[src/sv/sst_pkg.sv]
// shared types and constants for the subscriber lease table
// used by every module of the block; depends on nothing

package sst_pkg;

    // header sizes and register map
    localparam logic [6:0] MIN_HEADER_LEN = 7'd6;
    localparam int unsigned CFG_INDEX_W = 3;

    localparam logic [CFG_INDEX_W-1:0] CFG_MAGIC_WORD      = 3'd0;
    localparam logic [CFG_INDEX_W-1:0] CFG_PROTOCOL_VER    = 3'd1;
    localparam logic [CFG_INDEX_W-1:0] CFG_SUBSCRIBE_CODE  = 3'd2;
    localparam logic [CFG_INDEX_W-1:0] CFG_SYNC_REQ_CODE   = 3'd3;
    localparam logic [CFG_INDEX_W-1:0] CFG_SYNC_MIN_LENGTH = 3'd4;
    localparam logic [CFG_INDEX_W-1:0] CFG_LEASE_TIME      = 3'd5;

    // verdict codes
    localparam logic [2:0] VERDICT_SHORT       = 3'd0;
    localparam logic [2:0] VERDICT_BAD_MAGIC   = 3'd1;
    localparam logic [2:0] VERDICT_BAD_VERSION = 3'd2;
    localparam logic [2:0] VERDICT_UNKNOWN     = 3'd3;
    localparam logic [2:0] VERDICT_NEW         = 3'd4;
    localparam logic [2:0] VERDICT_REFRESHED   = 3'd5;
    localparam logic [2:0] VERDICT_TABLE_FULL  = 3'd6;
    localparam logic [2:0] VERDICT_SYNC_SHORT  = 3'd7;

    // input operations and result kinds
    localparam logic OP_DGRAM     = 1'b0;
    localparam logic OP_FRAME     = 1'b1;
    localparam logic KIND_VERDICT = 1'b0;
    localparam logic KIND_DEST    = 1'b1;

    typedef enum logic [2:0] {
        ST_IDLE,
        ST_DECODE,
        ST_READ,
        ST_CHECK,
        ST_FLUSH,
        ST_EMIT
    } state_t;

    typedef struct packed {
        logic [31:0] magic_word;
        logic [7:0]  protocol_version;
        logic [7:0]  subscribe_code;
        logic [7:0]  sync_request_code;
        logic [6:0]  sync_min_length;
        logic [31:0] lease_time_us;
    } cfg_t;

    typedef struct packed {
        logic        op;
        logic [6:0]  dgram_length;
        logic [31:0] hdr_magic;
        logic [7:0]  hdr_version;
        logic [7:0]  hdr_type;
        logic [31:0] src_addr;
        logic [15:0] src_port;
        logic [63:0] now_us;
        logic [63:0] sync_t1;
    } in_t;

    typedef struct packed {
        logic        result_kind;
        logic [2:0]  verdict;
        logic        sync_reply;
        logic [63:0] echo_t1;
        logic [63:0] reply_time;
        logic [31:0] dest_addr;
        logic [15:0] dest_port;
        logic [63:0] frame_number;
        logic        last;
    } out_t;

    typedef struct packed {
        logic [31:0] addr;
        logic [15:0] port;
        logic [63:0] expiry;
    } slot_t;

endpackage

[src/sv/sst_cfg_regs.sv]
// configuration register file for the subscriber lease table
// depends on sst_pkg for the register map and cfg_t

module sst_cfg_regs (
    input  logic                               aclk,
    input  logic                               aresetn,
    input  logic                               wr_en,
    input  logic [sst_pkg::CFG_INDEX_W-1:0]    wr_index,
    input  logic [31:0]                        wr_data,
    output sst_pkg::cfg_t                      cfg
);

    sst_pkg::cfg_t cfg_reg;

    // register writes, unknown indexes ignored
    always_ff @(posedge aclk) begin
        if (!aresetn) begin
            cfg_reg.magic_word        <= 32'd0;
            cfg_reg.protocol_version  <= 8'd1;
            cfg_reg.subscribe_code    <= 8'd1;
            cfg_reg.sync_request_code <= 8'd2;
            cfg_reg.sync_min_length   <= 7'd16;
            cfg_reg.lease_time_us     <= 32'd5000000;
        end else if (wr_en) begin
            case (wr_index)
                sst_pkg::CFG_MAGIC_WORD:      cfg_reg.magic_word        <= wr_data;
                sst_pkg::CFG_PROTOCOL_VER:    cfg_reg.protocol_version  <= wr_data[7:0];
                sst_pkg::CFG_SUBSCRIBE_CODE:  cfg_reg.subscribe_code    <= wr_data[7:0];
                sst_pkg::CFG_SYNC_REQ_CODE:   cfg_reg.sync_request_code <= wr_data[7:0];
                sst_pkg::CFG_SYNC_MIN_LENGTH: cfg_reg.sync_min_length   <= wr_data[6:0];
                sst_pkg::CFG_LEASE_TIME:      cfg_reg.lease_time_us     <= wr_data;
                default: ;
            endcase
        end
    end

    assign cfg = cfg_reg;

endmodule

[src/sv/sst_slot_mem.sv]
// slot table memory: one write port, one read port, registered read data
// per-entry valid bits make unwritten slots read as empty; depends on sst_pkg

module sst_slot_mem #(
    parameter int SLOTS = 4,
    parameter int IDX_W = 2
) (
    input  logic              aclk,
    input  logic              aresetn,
    input  logic              wr_en,
    input  logic [IDX_W-1:0]  wr_idx,
    input  sst_pkg::slot_t    wr_data,
    input  logic              rd_en,
    input  logic [IDX_W-1:0]  rd_idx,
    output sst_pkg::slot_t    rd_data
);

    sst_pkg::slot_t mem [SLOTS];
    logic [SLOTS-1:0] valid_reg;
    sst_pkg::slot_t rd_data_reg;

    // storage array
    always_ff @(posedge aclk) begin
        if (wr_en) begin
            mem[wr_idx] <= wr_data;
        end
    end

    // written-entry flags, cleared at reset
    always_ff @(posedge aclk) begin
        if (!aresetn) begin
            valid_reg <= '0;
        end else if (wr_en) begin
            valid_reg[wr_idx] <= 1'b1;
        end
    end

    // registered read, empty slot for never-written entries
    always_ff @(posedge aclk) begin
        if (rd_en) begin
            rd_data_reg <= valid_reg[rd_idx] ? mem[rd_idx] : '0;
        end
    end

    assign rd_data = rd_data_reg;

endmodule

[src/sv/subscriber_ttl_table.sv]
// subscriber lease table: a datagram with a bad header goes from decode straight to its verdict;
// a subscribe, sync request or frame fan-out walks the slot memory, reading then checking each slot
// (one read port, registered read data); an item also stays in the block while a result word
// waits on a stalled output register.
// one item is worked at a time; a result waits in the output register without blocking accept.
// reset is synchronous: registers take their reset values and slot valid bits clear at once.

module subscriber_ttl_table #(
    parameter int SLOTS = 4
) (
    input  logic                            aclk,
    input  logic                            aresetn,
    input  logic                            s_valid,
    output logic                            s_ready,
    input  sst_pkg::in_t                    s_data,
    output logic                            m_valid,
    input  logic                            m_ready,
    output sst_pkg::out_t                   m_data,
    input  logic                            cfg_valid,
    output logic                            cfg_ready,
    input  logic [sst_pkg::CFG_INDEX_W-1:0] cfg_index,
    input  logic [31:0]                     cfg_data
);

    localparam int IDX_W = (SLOTS > 1) ? $clog2(SLOTS) : 1;
    localparam logic [IDX_W-1:0] LAST_IDX = IDX_W'(SLOTS - 1);

    sst_pkg::cfg_t   cfg;
    sst_pkg::state_t state_reg, state_next;
    sst_pkg::in_t    item_reg;

    logic [IDX_W-1:0] idx_reg, idx_next;
    logic             free_found_reg, free_found_next;
    logic [IDX_W-1:0] free_idx_reg, free_idx_next;
    logic [2:0]       verdict_reg, verdict_next;
    logic             reply_reg, reply_next;
    logic             pend_valid_reg, pend_valid_next;
    logic [31:0]      pend_addr_reg, pend_addr_next;
    logic [15:0]      pend_port_reg, pend_port_next;
    logic [63:0]      frame_cnt_reg, frame_cnt_next;
    logic             out_valid_reg;
    sst_pkg::out_t    out_data_reg;

    logic             rd_en, wr_en;
    logic [IDX_W-1:0] wr_idx;
    sst_pkg::slot_t   rd_data, wr_data;
    logic             push;
    sst_pkg::out_t    push_data;
    logic             can_push;
    logic             slot_live, slot_match, last_slot;
    logic [IDX_W-1:0] free_cand;
    logic [64:0]      lease_sum;
    logic [63:0]      lease_end;
    logic             dec_scan, dec_reply;
    logic [2:0]       dec_verdict;

    // configuration registers
    assign cfg_ready = 1'b1;

    sst_cfg_regs u_cfg (
        .aclk     (aclk),
        .aresetn  (aresetn),
        .wr_en    (cfg_valid),
        .wr_index (cfg_index),
        .wr_data  (cfg_data),
        .cfg      (cfg)
    );

    // slot table
    sst_slot_mem #(
        .SLOTS (SLOTS),
        .IDX_W (IDX_W)
    ) u_mem (
        .aclk    (aclk),
        .aresetn (aresetn),
        .wr_en   (wr_en),
        .wr_idx  (wr_idx),
        .wr_data (wr_data),
        .rd_en   (rd_en),
        .rd_idx  (idx_reg),
        .rd_data (rd_data)
    );

    // header checks on the held datagram
    always_comb begin
        dec_scan    = 1'b0;
        dec_reply   = 1'b0;
        dec_verdict = sst_pkg::VERDICT_SHORT;
        if (item_reg.dgram_length < sst_pkg::MIN_HEADER_LEN) begin
            dec_verdict = sst_pkg::VERDICT_SHORT;
        end else if (item_reg.hdr_magic != cfg.magic_word) begin
            dec_verdict = sst_pkg::VERDICT_BAD_MAGIC;
        end else if (item_reg.hdr_version != cfg.protocol_version) begin
            dec_verdict = sst_pkg::VERDICT_BAD_VERSION;
        end else if (item_reg.hdr_type == cfg.subscribe_code) begin
            dec_scan = 1'b1;
        end else if (item_reg.hdr_type == cfg.sync_request_code) begin
            if (item_reg.dgram_length < cfg.sync_min_length) begin
                dec_verdict = sst_pkg::VERDICT_SYNC_SHORT;
            end else begin
                dec_scan  = 1'b1;
                dec_reply = 1'b1;
            end
        end else begin
            dec_verdict = sst_pkg::VERDICT_UNKNOWN;
        end
    end

    // slot checks and lease end with saturation
    assign slot_live  = (rd_data.expiry != '0) && (item_reg.now_us < rd_data.expiry);
    assign slot_match = slot_live && (rd_data.addr == item_reg.src_addr)
                        && (rd_data.port == item_reg.src_port);
    assign last_slot  = (idx_reg == LAST_IDX);
    assign free_cand  = free_found_reg ? free_idx_reg : idx_reg;
    assign lease_sum  = {1'b0, item_reg.now_us} + 65'(cfg.lease_time_us);
    assign lease_end  = lease_sum[64] ? '1 : lease_sum[63:0];
    assign wr_data    = '{addr: item_reg.src_addr, port: item_reg.src_port, expiry: lease_end};
    assign can_push   = !out_valid_reg || m_ready;

    // next state
    always_comb begin
        state_next = state_reg;
        case (state_reg)
            sst_pkg::ST_IDLE: begin
                if (s_valid) begin
                    state_next = sst_pkg::ST_DECODE;
                end
            end
            sst_pkg::ST_DECODE: begin
                if (item_reg.op == sst_pkg::OP_FRAME || dec_scan) begin
                    state_next = sst_pkg::ST_READ;
                end else begin
                    state_next = sst_pkg::ST_EMIT;
                end
            end
            sst_pkg::ST_READ: begin
                state_next = sst_pkg::ST_CHECK;
            end
            sst_pkg::ST_CHECK: begin
                if (item_reg.op == sst_pkg::OP_FRAME) begin
                    if (slot_live && pend_valid_reg && !can_push) begin
                        state_next = sst_pkg::ST_CHECK;
                    end else if (last_slot) begin
                        state_next = (slot_live || pend_valid_reg) ? sst_pkg::ST_FLUSH
                                                                   : sst_pkg::ST_IDLE;
                    end else begin
                        state_next = sst_pkg::ST_READ;
                    end
                end else if (slot_match || last_slot) begin
                    state_next = sst_pkg::ST_EMIT;
                end else begin
                    state_next = sst_pkg::ST_READ;
                end
            end
            sst_pkg::ST_FLUSH: begin
                if (can_push) begin
                    state_next = sst_pkg::ST_IDLE;
                end
            end
            sst_pkg::ST_EMIT: begin
                if (can_push) begin
                    state_next = sst_pkg::ST_IDLE;
                end
            end
            default: state_next = sst_pkg::ST_IDLE;
        endcase
    end

    // per-state outputs and datapath updates
    always_comb begin
        s_ready         = 1'b0;
        rd_en           = 1'b0;
        wr_en           = 1'b0;
        wr_idx          = idx_reg;
        push            = 1'b0;
        push_data       = '0;
        idx_next        = idx_reg;
        free_found_next = free_found_reg;
        free_idx_next   = free_idx_reg;
        verdict_next    = verdict_reg;
        reply_next      = reply_reg;
        pend_valid_next = pend_valid_reg;
        pend_addr_next  = pend_addr_reg;
        pend_port_next  = pend_port_reg;
        frame_cnt_next  = frame_cnt_reg;
        case (state_reg)
            sst_pkg::ST_IDLE: begin
                s_ready = 1'b1;
            end
            sst_pkg::ST_DECODE: begin
                idx_next        = '0;
                free_found_next = 1'b0;
                pend_valid_next = 1'b0;
                verdict_next    = dec_verdict;
                reply_next      = dec_reply;
            end
            sst_pkg::ST_READ: begin
                rd_en = 1'b1;
            end
            sst_pkg::ST_CHECK: begin
                if (item_reg.op == sst_pkg::OP_FRAME) begin
                    // fan-out: hold one destination back so the final one can carry last
                    if (slot_live) begin
                        if (!pend_valid_reg || can_push) begin
                            push                   = pend_valid_reg;
                            push_data.result_kind  = sst_pkg::KIND_DEST;
                            push_data.dest_addr    = pend_addr_reg;
                            push_data.dest_port    = pend_port_reg;
                            push_data.frame_number = frame_cnt_reg;
                            pend_valid_next        = 1'b1;
                            pend_addr_next         = rd_data.addr;
                            pend_port_next         = rd_data.port;
                            if (!last_slot) begin
                                idx_next = idx_reg + IDX_W'(1);
                            end
                        end
                    end else if (!last_slot) begin
                        idx_next = idx_reg + IDX_W'(1);
                    end
                end else if (slot_match) begin
                    // refresh the live matching slot
                    wr_en        = 1'b1;
                    wr_idx       = idx_reg;
                    verdict_next = sst_pkg::VERDICT_REFRESHED;
                end else begin
                    // remember the first dead slot, claim it after the walk
                    if (!slot_live && !free_found_reg) begin
                        free_found_next = 1'b1;
                        free_idx_next   = idx_reg;
                    end
                    if (last_slot) begin
                        if (free_found_reg || !slot_live) begin
                            wr_en        = 1'b1;
                            wr_idx       = free_cand;
                            verdict_next = sst_pkg::VERDICT_NEW;
                        end else begin
                            verdict_next = sst_pkg::VERDICT_TABLE_FULL;
                        end
                    end else begin
                        idx_next = idx_reg + IDX_W'(1);
                    end
                end
            end
            sst_pkg::ST_FLUSH: begin
                if (can_push) begin
                    push                   = 1'b1;
                    push_data.result_kind  = sst_pkg::KIND_DEST;
                    push_data.dest_addr    = pend_addr_reg;
                    push_data.dest_port    = pend_port_reg;
                    push_data.frame_number = frame_cnt_reg;
                    push_data.last         = 1'b1;
                    pend_valid_next        = 1'b0;
                    frame_cnt_next         = frame_cnt_reg + 64'd1;
                end
            end
            sst_pkg::ST_EMIT: begin
                if (can_push) begin
                    push                  = 1'b1;
                    push_data.result_kind = sst_pkg::KIND_VERDICT;
                    push_data.verdict     = verdict_reg;
                    push_data.sync_reply  = reply_reg;
                    push_data.echo_t1     = reply_reg ? item_reg.sync_t1 : 64'd0;
                    push_data.reply_time  = reply_reg ? item_reg.now_us : 64'd0;
                    push_data.last        = 1'b1;
                end
            end
            default: ;
        endcase
    end

    // control registers
    always_ff @(posedge aclk) begin
        if (!aresetn) begin
            state_reg      <= sst_pkg::ST_IDLE;
            idx_reg        <= '0;
            free_found_reg <= 1'b0;
            pend_valid_reg <= 1'b0;
            frame_cnt_reg  <= 64'd0;
            reply_reg      <= 1'b0;
        end else begin
            state_reg      <= state_next;
            idx_reg        <= idx_next;
            free_found_reg <= free_found_next;
            pend_valid_reg <= pend_valid_next;
            frame_cnt_reg  <= frame_cnt_next;
            reply_reg      <= reply_next;
        end
    end

    // payload registers
    always_ff @(posedge aclk) begin
        if (s_valid && s_ready) begin
            item_reg <= s_data;
        end
        free_idx_reg  <= free_idx_next;
        verdict_reg   <= verdict_next;
        pend_addr_reg <= pend_addr_next;
        pend_port_reg <= pend_port_next;
    end

    // output register
    always_ff @(posedge aclk) begin
        if (!aresetn) begin
            out_valid_reg <= 1'b0;
        end else if (push) begin
            out_valid_reg <= 1'b1;
        end else if (m_ready) begin
            out_valid_reg <= 1'b0;
        end
    end

    always_ff @(posedge aclk) begin
        if (push) begin
            out_data_reg <= push_data;
        end
    end

    assign m_valid = out_valid_reg;
    assign m_data  = out_data_reg;

`ifndef SYNTH
    // a word is only loaded when the output register has room
    a_push_room: assert property (@(posedge aclk) disable iff (!aresetn)
        push |-> can_push)
        else $error("result word pushed into a full output register");

    // a table write always ends the walk with a verdict
    a_write_then_verdict: assert property (@(posedge aclk) disable iff (!aresetn)
        wr_en |=> state_reg == sst_pkg::ST_EMIT)
        else $error("slot write not followed by verdict");

    // the frame counter moves only with the final destination word of a frame
    a_counter_step: assert property (@(posedge aclk) disable iff (!aresetn)
        $past(aresetn) && (frame_cnt_reg != $past(frame_cnt_reg))
        |-> $past(push && push_data.last && (push_data.result_kind == sst_pkg::KIND_DEST)))
        else $error("frame counter changed outside a final destination word");
`endif

endmodule
[config.mk]
export PLATFORM = sky130hd
export DESIGN_NAME = subscriber_ttl_table
export DESIGN_NICKNAME = d
export VERILOG_FILES = /design/src/sv/sst_pkg.sv /design/src/sv/sst_cfg_regs.sv /design/src/sv/sst_slot_mem.sv /design/src/sv/subscriber_ttl_table.sv
export SDC_FILE = /design/constraint.sdc
export NUM_CORES = 2
export LEC_CHECK = 0
export BUFFER_PORTS_ARGS = -buffer_cell sky130_fd_sc_hd__buf_4
export CAP_MARGIN = 20
export CORE_AREA = 2 2 340 342
export CTS_CLUSTER_DIAMETER = 200
export DETAILED_ROUTE_END_ITERATION = 12
export DIE_AREA = 0 0 342 344
export MAX_ROUTING_LAYER = met4
export PLACE_DENSITY = 0.74
export SYNTH_ARGS = -nofsm -noshare
export SYNTH_HDL_FRONTEND = slang
export SYNTH_SLANG_ARGS = --single-unit
[constraint.sdc]
create_clock -name aclk -period 18.5 [get_ports aclk]
set_clock_uncertainty 0.15 [all_clocks]
set_input_delay 0.925 -clock aclk [delete_from_list [all_inputs] [get_ports aclk]]
set_output_delay 0.925 -clock aclk [all_outputs]
set_load 0.005 [all_outputs]
==> impl_results.md <==
- Area leader, netlist: edfxtp_1
- Period utilization: 32.3%
- Min-delay worst type: input pin to register
- TritonCTS clock tree: yes
- Measured slew at the worst slew-check pin: 1.21 ns
- Die height: 344 um
- GR Overflow Total: 0
- Post-synthesis adder-cell area fraction: 2.57%
- Die Footprint: 118000 um2
- Hold-fix buffer count after cts: 0
- CTS root buf: clkbuf_16
- Worst-path fanout max: 63
- Largest net degree at the start of global routing: 152
- Detailed Routing Iterations Pass 1: 8
- Most common cell after layout, fill and taps aside: edfxtp_1
- Asr flop ratio synth: 0%
- Finished Cell Area: 60800 um2
- Post-synthesis mux area share: 5.40%
- Fin. max-slew vios: 0
- Syn_nets: 3713
- Mapped Avg Cell Area: 15.2 um2
- Netlist Area Pre-Place: 50800 um2
- DR vias/cell: 5.37
- Final cell count without fillers: 5511
- Power Dens Cells: 103 nW/um2
- Setup_tns: 0 ns
- Largest cells by area after synthesis: edfxtp_1, dfxtp_1, mux4_2
- Number of buffers added on ports: 519
- Total Routing Usage GR: 21.5%
- Max Fclk: 168 MHz
- Detailed Route Iter0 Violations: 2581
- Slew margin rel.: 19.6%
- Placed inst area: 56400 um2
- Vias: 29600
- Simple-gate share of the synthesized area: 11.5%
- H-tree levels: 4
- Area delta synth->final: 19.6%
- Max Buffers Root-to-Sink: 3
- Clk_lat worst skew: 0.74 ns
- RSZ-0062 raised after global routing: false
- VDD IR max: 0.0853 mV
- Status: complete, no violations
- Register area share after synthesis: 71.2%
- Final ANT Viol Nets: 0
- Clock Pin Slew Worst Setup and Hold Paths: 0.06 ns
- Post-Route WL: 125 mm
- Vias in the first global route: 29200
- MaxCap Viol Count: 0
- Seq. cell area: 36200 um2
- Yosys top cell area share: 64.4%
- Final WS setup: 12.53 ns
- XOR/XNOR Fraction of Synth Area: 3.34%
- Post-CTS sizing: 0
- Startpoint types: register
- Max FFs per register: 448
- DRC errors left: 0
- Setup crit end kind: register
- Most frequent cells in the layout: edfxtp_1, buf_4, nand2_1
- Commonest register cell after synthesis: edfxtp_1
- Warnings from Yosys: 0
- Io pins: 521
- WP data arrival: 6.15 ns
- Dpl ws: 12.45 ns
- Total CTS buffers: 134
- Post-synth EDFFs: 1091
- Layout cells sized above 1: 22.7%
- Nets: 4263
- DP HPWL: 82.4 mm
- Num rows: 124
- Initial antenna violation count: 7
- Largest family of logic cells by synthesized area: simple AND/OR/NAND/NOR gates
- WL/cell: 22.7 um
- FF+latch count, synth: 1263
- WS Path Type: register to register
- Post-CTS Setup Repair Bufs: 0
- Core area: 114000 um2
- Final core utilization: 53.4%
- Placed Cells: 5263
- Compound-Gate Fraction of Synth Area: 4.01%
- Final Hold Vio Count: 0
- Initial Util: 44.6%
- TritonCTS Sinks: 1263
- Final setup vio count: 0
- Die Wd: 342 um
- First-pass GRT wire length: 184 mm
- Area of the multi-input gates: 13700 um2
- Post-Syn Instances: 3337
- Yosys cell types: 81
- Worst path required time: 18.68 ns
- Minimum clock period: 5.97 ns
- Placer congestion estimate: 0.904
- Static Leakage: 22.3 nW
- Fillcell total: 9177
==> critical path, cell delays in order (launching register included) <==
cell       delay (ns)
edfxtp_1         0.42
ha_1             0.33
nand4_1          0.16
nor3_1           0.41
nand2_1          0.28
a311oi_1         0.66
o2111ai_1        0.37
a31oi_1          0.52
mux2i_1          0.46
and3_4           0.83
buf_4            0.89
==> Yosys cell counts (all sizes together), types with 4 or more instances <==
| cell type | count |
|---|---|
| mux2 | 12 |
| a2111oi | 4 |
| inv | 94 |
| nor3 | 22 |
| nand3 | 53 |
| nor2 | 69 |
| a211oi | 11 |
| nand4 | 55 |
| o211ai | 5 |
| edfxtp | 1091 |
| a21o | 21 |
| a31oi | 17 |
| o21a | 14 |
| mux2i | 9 |
| a21oi | 104 |
| nor3b | 9 |
| ha | 103 |
| or3 | 16 |
| mux4 | 112 |
| and2 | 170 |
| nand2b | 10 |
| o2111ai | 4 |
| a21boi | 53 |
| nor4 | 39 |
| nand2 | 334 |
| xnor2 | 110 |
| nor2b | 127 |
| buf | 37 |
| and3 | 159 |
| xor2 | 84 |
| and4 | 11 |
| nand3b | 6 |
| clkbuf | 102 |
| dfxtp | 172 |
| o21bai | 4 |
| o21ai | 53 |
==> power by group <==
part	leakage, nW	switching [mW]	total [mW]	internal [mW]
combinational	8.38	0.216	0.354	0.138
clock	2.13	1.11	2.66	1.55
sequential	11.8	0.0620	3.27	3.21
total	22.3	1.39	6.28	4.89
==> path summary, 6_finish.rpt <==
kind	endpoint	cells past startpoint	start	slack [ns]
hold reg to reg	pend_addr_reg[31]	0	u_mem.rd_data[111]	0.30
setup / recovery	u_mem.mem[0][63]	10	item_reg[95]	12.53
hold / removal	item_reg[2]	1	s_data[2]	0.21
setup reg to reg	u_mem.mem[0][63]	10	item_reg[95]	12.53
==> final cells by class <==
class / instances / area share [%]
inverter: 94 / 0.580
timing repair buffer: 554 / 6.89
antenna: 5 / 0.0206
clock buffer: 177 / 6.02
clock inverter: 66 / 1.21
multi-input combinational: 1840 / 22.6
tap: 1512 / 3.11
sequential: 1263 / 59.6
==> metrics by stage <==
step / hold slack, ns / power, mW
floorplan: 0.282 / 3.53
global placement: 0.295 / 3.67
detailed placement: 0.301 / 3.68
CTS: 0.148 / 6.34
global route: 0.166 / 6.48
finish: 0.211 / 6.28
==> cells by family after synthesis <==
family,count (synthesis)
DFF,1263
AOI/OAI and AO/OA,315
xor gates and xnor gates,194
muxes,133
adders and majority gates,104
and+or+nand+nor,1093
other,1
buffers and inverters,234
==> metal layers <==
layer	vias to the layer above	GRT usage (%)	routed length [um]
li1	13600	-	-
met1	14800	28.3	52600
met2	1047	33.1	58800
met3	212	4.41	9410
met4	0	7.95	4100
met5	-	-	0
No activity file was read; power rests on OpenSTA's default activity.
